$ cat src/hdl/esmi_pkg.sv
// shared types and constants for the extent set block
// no dependencies
package esmi_pkg;

	localparam int SLOTS = 8;
	localparam int IDXW  = $clog2(SLOTS);
	localparam int PW    = $clog2(SLOTS + 1);

	localparam logic       CMD_ADD    = 1'b0;
	localparam logic       CMD_CHECK  = 1'b1;

	localparam logic [2:0] ACT_CHECK  = 3'd0;
	localparam logic [2:0] ACT_UNION  = 3'd1;
	localparam logic [2:0] ACT_INSERT = 3'd2;
	localparam logic [2:0] ACT_ABSORB = 3'd3;
	localparam logic [2:0] ACT_FUSE   = 3'd4;

	typedef struct packed {
		logic        command;
		logic [63:0] range_start;
		logic [63:0] range_end;
	} req_t;

	typedef struct packed {
		logic       hit;
		logic [2:0] action;
		logic [5:0] slot_written;
	} rsp_t;

	typedef enum logic [2:0] {
		CELL_HOLD,
		CELL_FROM_LEFT,
		CELL_FROM_RIGHT,
		CELL_WRITE,
		CELL_SET_FIRST,
		CELL_SET_LAST,
		CELL_FREE
	} cell_op_t;

	typedef struct packed {
		logic        used;
		logic [63:0] first;
		logic [63:0] last;
	} cell_data_t;

	typedef struct packed {
		logic ov;
		logic hit;
		logic gt;
	} cell_flags_t;

	typedef struct packed {
		logic [63:0] a;
		logic [63:0] b;
		logic [63:0] wr_first;
		logic [63:0] wr_last;
	} bcast_t;

endpackage

$ cat src/hdl/esmi_cell.sv
// one slot of the extent chain: holds an extent, compares it, copies from a neighbor
// depends on esmi_pkg
module esmi_cell import esmi_pkg::*; (
	input  logic        clk,
	input  logic        arst_n,
	input  cell_op_t    op,
	input  bcast_t      bc,
	input  cell_data_t  left,
	input  cell_data_t  right,
	output cell_data_t  data,
	output cell_flags_t flags
);

	logic        used_q;
	logic [63:0] first_q;
	logic [63:0] last_q;

	always_ff @(posedge clk or negedge arst_n) begin
		if (!arst_n) begin
			used_q <= 1'b0;
		end else begin
			case (op)
				CELL_FROM_LEFT:  used_q <= left.used;
				CELL_FROM_RIGHT: used_q <= right.used;
				CELL_WRITE:      used_q <= 1'b1;
				CELL_FREE:       used_q <= 1'b0;
				default:         used_q <= used_q;
			endcase
		end
	end

	always_ff @(posedge clk) begin
		case (op)
			CELL_FROM_LEFT: begin
				first_q <= left.first;
				last_q  <= left.last;
			end
			CELL_FROM_RIGHT: begin
				first_q <= right.first;
				last_q  <= right.last;
			end
			CELL_WRITE: begin
				first_q <= bc.wr_first;
				last_q  <= bc.wr_last;
			end
			CELL_SET_FIRST: first_q <= bc.wr_first;
			CELL_SET_LAST:  last_q  <= bc.wr_last;
			default: ;
		endcase
	end

	assign data.used  = used_q;
	assign data.first = first_q;
	assign data.last  = last_q;

	assign flags.ov  = used_q && (first_q <= bc.b) && (bc.a <= last_q);
	assign flags.hit = used_q && (bc.a >= first_q) && (bc.a <= last_q);
	assign flags.gt  = used_q && (first_q > bc.a);

endmodule

$ cat config.mk
export PLATFORM = sky130hd
export DESIGN_NAME = esmi_cell
export DESIGN_NICKNAME = d
export VERILOG_FILES = /design/src/hdl/esmi_pkg.sv /design/src/hdl/esmi_cell.sv
export SDC_FILE = /design/constraint.sdc
export NUM_CORES = 1
export LEC_CHECK = 0
export BUFFER_PORTS_ARGS = -buffer_cell sky130_fd_sc_hd__buf_2
export CELL_PAD_IN_SITES_DETAIL_PLACEMENT = 1
export CELL_PAD_IN_SITES_GLOBAL_PLACEMENT = 1
export CORE_AREA = 2 2 253 255
export DETAILED_ROUTE_END_ITERATION = 16
export DIE_AREA = 0 0 255 257
export PLACE_DENSITY = 0.62
export REMOVE_ABC_BUFFERS = 1
export SYNTH_ARGS = -nofsm -noshare
export SYNTH_HDL_FRONTEND = slang
export SYNTH_SLANG_ARGS = --single-unit
$ cat constraint.sdc
create_clock -name clk -period 4.55 [get_ports clk]
set_input_delay 0.91 -clock clk [delete_from_list [all_inputs] [get_ports clk]]
set_output_delay 0.91 -clock clk [all_outputs]
set_load 0.02 [all_outputs]
# After elaboration in Yosys (flattened, before gate mapping)
# Cells that the tools add are included.
dict set report totals {
  wordCells 26
  out_inout_bits 132
  input_bits 519
  register_bits 129
}
dict set report classes {
  mux 3
  n_eq_ne 6
  n_reduce_logical 10
  magnitude_cmp 4
}
# cell n
set ops {}
lappend ops {{case mux 64 bit (3 select lines)} 2}
lappend ops {{<= comparator 64 bit} 2}
lappend ops {{greater-or-equal comparator 64 bit} 1}
lappend ops {{greater-than comparator 64 bit} 1}
lappend ops {{== test 3 bit, second input constant} 3}
lappend ops {{== test 3 x 2 -> 1 bit, second input constant} 2}
lappend ops {{nonzero test 3 bit} 2}
lappend ops {{logical AND 1 bit} 5}
lappend ops {{case mux 1 bit (4 select lines)} 1}
lappend ops {{nonzero test 4 bit} 1}
lappend ops {{OR reduction 2 bit} 2}
lappend ops {{== test 3 x 1 -> 1 bit, second input constant} 1}

# Depth between registers and ports, before layout
dict set report logic_depth {
  depth_word 3
  ltp_mapped 9
  mapped_depth_nobuf 9
}

# Least setup slack after synthesis
# Ideal clock, no wire load.
dict set report synth_path {
  kind {input-to-reg}
  from {input op[0]}
  to {register last_q[0], enable pin}
  path_stages 2
  setup_slack_ps -1493
  n_path_buf 0
  arrival_time_ps 5468
  cell_sequence {inv_1 > o21ai_0}
}
dict set report synth_via {
  elab_chain_cells 3
  word_cells_on_any_way 6
  cone_classes {eq/ne (4); reduce/logical (2)}
}
# element line_no
set synth_rtl {}
lappend synth_rtl {{start, declared} esmi_cell.sv:6} ;# input cell_op_t op,
lappend synth_rtl {{== test 3 bit / == test 3 x 2 -> 1 bit (equally long branches)} esmi_cell.sv:33} ;# case (op)
lappend synth_rtl {{OR reduction 2 bit (no source line)} -}
lappend synth_rtl {{nonzero test 3 bit (no source line) (*)} -}
lappend synth_rtl {{end signal, assigned} esmi_cell.sv:36} ;# last_q <= left.last;
lappend synth_rtl {{end signal, assigned} esmi_cell.sv:40} ;# last_q <= right.last;
lappend synth_rtl {{end signal, assigned} esmi_cell.sv:44} ;# last_q <= bc.wr_last;
lappend synth_rtl {{end, declared} esmi_cell.sv:16} ;# logic [63:0] last_q;
# Every way passes the cells marked *; elsewhere a longest branch is shown, timed or not.
# A chain may end at the register's enable or synchronous reset.

==> key figures <==
Floorplan
  • Die height: about 260 µm
  • Std cell rows: 92
  • Core box area: 62740 µm²
  • Ports: 651
  • Die footprint: 65540 µm²
  • Initial core utilization: 17.34%
  • Die X: about 260 µm

Pwr
  • P per Cell Area: just over 300 nW/µm²
  • Leak: 8.540 nW
  • Design Power: 4.935 mW
  • Maximum vdd ir drop: 265.4 µV

STA
  • Highest Clock Rate: 0.2291 GHz
  • Rel. slew slack: 30.16%
  • Setup-failing EPs final: 0
  • RSZ-0062 raised after global routing: no
  • Hold slack: 0.2220 ns
  • Fin worst setup slack: 0.1853 ns
  • Final worst path period share: 95.93%
  • Final Hold Fails: 0
  • Final setup TNS: 0 ns
  • Worst slew pin tran: 1.048 ns
  • Min cycle time layout: 4.365 ns
  • Clk_skew: 0 ns
  • Final Slew Violations: 0

Clocking
  • CTS buffer count: 17
  • CTS clock-pin slew for the worst setup and hold paths: 0.06 ns
  • CTS tree: done
  • Worst skew pair latency: 0.47 ns
  • Clk buf depth: 2
  • H-tree levels: 4
  • CTS Root Cell: clkbuf_16
  • Clk sink count: 129

Worst setup path
  • Cell mode on critical path: buf_2
  • Crit path largest cell delay: about 0.58 ns
  • Critical-path top delay cell: or4_4
  • WP data arrival: 3.45 ns
  • Critical register-to-register path endpoint: used_q
  • Reg2Reg Launch Point: used_q
  • Worst reg2reg setup slack: 3.62 ns
  • Setup crit start kind: input pin
  • Worst path required time: 3.64 ns
  • Kind of critical path: in -> out
  • FF-to-FF path depth: 2
  • Cells along the critical path: buf_2 > inv_1 > ha_1 > nand4_2 > or4_4 > a21oi_1 > or3_1 > a21oi_2 > o211ai_1 > buf_4 > and3_1 > buf_2
  • Critical path capture point type: output port
  • Max Fanout on Critical Path: 3

Finish
  • Final Non-Filler Cells: approximately 2800
  • NumNets Final: 2618
  • Area Growth Syn to Fin: 46.70%
  • Layout cells sized above 1: 37.55%

Detailed routing
  • Routed Antenna Nets: 0
  • Initial DRT Pass Iterations: 7
  • Wirelength, routed: 54780 µm
  • Wire per inst: ~20 µm
  • Vias/cell: 4.316
  • Vias after detailed routing: 11980
  • Residual DRC: 0
  • Starting DRT DRC Count: 572

Synthesis
  • Sequential-to-total area share from yosys stat: ~36%
  • Post-synth EDFFs: approximately 130
  • Ys async rst share: 0.7752%
  • Netlist cell types: 39
  • #FFs+latches synth: about 130
  • Synth warn: 0
  • Syn Std Cell Area: 10880 µm²
  • Synth area leader: edfxtp_1
  • Synth top area share: a little over a third
  • Syn Inst Count: 1253
  • Main synth FF type: edfxtp_1
  • Top cells by area, synth: edfxtp_1 35%, ha_1 22%, nand2_1 10%
  • Syn_area_per_cell: 8.681 µm²

Placement
  • Port bufs: between 600 and 700
  • Post-DP HPWL: 46420 µm
  • Routability cong.: about 0.87
  • Pre-CTS WS: -0.1940 ns
  • Dpl cells: 2733

Global route
  • Vias in the first global route: 12920
  • Total GRT Usage: about 16%
  • GRT overflow: 0
  • Initial antenna violation count: 12
  • Largest net degree at the start of global routing: 130
  • First-pass GRT wire length: between 70000 and 80000 µm

Flow run
  • Max-Cap Viols: 0

Status
  • Status: completed

Worst hold path
  • Min-delay worst type: in -> async
[stage by stage]
step           utilization [%]  area [µm²]
3_5_place_dp             24.40       15310
5_1_grt                  25.43       15950
6_report                 25.43       15960
4_1_cts                  25.38       15920
2_1_floorplan                -       10720
3_3_place_gp             24.40       15310
[worst max-delay path by stage]
stage / end / from / cells after the start
global placement: flags[0] / bc[205] / 11
finish: flags[0] / bc[205] / 12
CTS: flags[1] / bc[206] / 12
global route: flags[0] / bc[249] / 15
floorplan: first_q[0] / op[2] / 5
detailed placement: flags[0] / bc[205] / 11
[flip-flops by register name, summed over array words and instances (netlist names)]
name     count
used_q       1
last_q      64
first_q     64
[report_power, final]
| part | switching (mW) | internal (mW) |
|---|---|---|
| Combinational | 1.06 | 0.694 |
| Clock | 0.608 | 0.865 |
| Sequential | 0.181 | 1.53 |
| Total | 1.85 | 3.09 |
[placed cells by master, fill, tap and decap left out, types with 24 or more instances in the layout]
cell type  count
a22oi_1      131
edfxtp_1     128
ha_1         192
buf_2        650
buf_4         24
inv_1        196
nand3_1       29
a21oi_1       70
nand4_1       35
nand2_1      297
[logic make-up (layout without fill, tap and decap cells)]
group                    count (synthesis)  after routing  share of synthesized area, %
AND/OR/NAND/NOR                        414            414                         16.50
AO/OA/AOI/OAI                          280            280                         17.55
buffers and inverters                  237            904                         8.214
adder cells (fa/ha/maj)                192            192                         22.09
flip-flops                             129            129                         35.57
XOR/XNOR                                 1              1                       0.08054
other                                    0              9                             0
[Yosys cell counts (all sizes together), types with 7 or more instances]
cell type and number:
a21o 22, a21oi 72, a221o 7, a221oi 7, a22oi 131, and4 7, clkbuf 36, edfxtp 128
ha 192, inv 196, nand2 297, nand3 29, nand4 36, nor2 17, nor3 7, o21ai 20
[metal layers]
metal	up-vias	share of wire, %	track usage [%]
met4	2	1.9	5.344
met5	-	0.022	0
li1	5797	-	-
met3	56	5.9	3.176
met1	5686	42	19.37
met2	435	51	29.12
[area by class of cell]
class,instances,area [µm²]
flip-flops and latches,129,3869
clock inverters,15,183.9
inverters,196,735.7
repair buffers,676,3473
multi-input cells,887,6188
clock buffers,17,425.4
fillers,7717,46780
diodes,9,22.52
well taps,846,1059
[critical path: cells and delay by family]
kind / cells / cell delay [ns]
AND/OR/NAND/NOR: 4 / 1.19
AO/OA/AOI/OAI: 3 / 0.54
buffers and inverters: 4 / 0.51
adder cells (fa/ha/maj): 1 / 0.30
[repair_timing]
action	4_1_cts	5_1_grt
pin swaps	1	0
buffers inserted	1	0
hold buffers	0	0
endpoints found under the hold margin	0	0
setup endpoints to repair	2	2
resized for setup	0	2
Power figures use the tool's default switching activity.
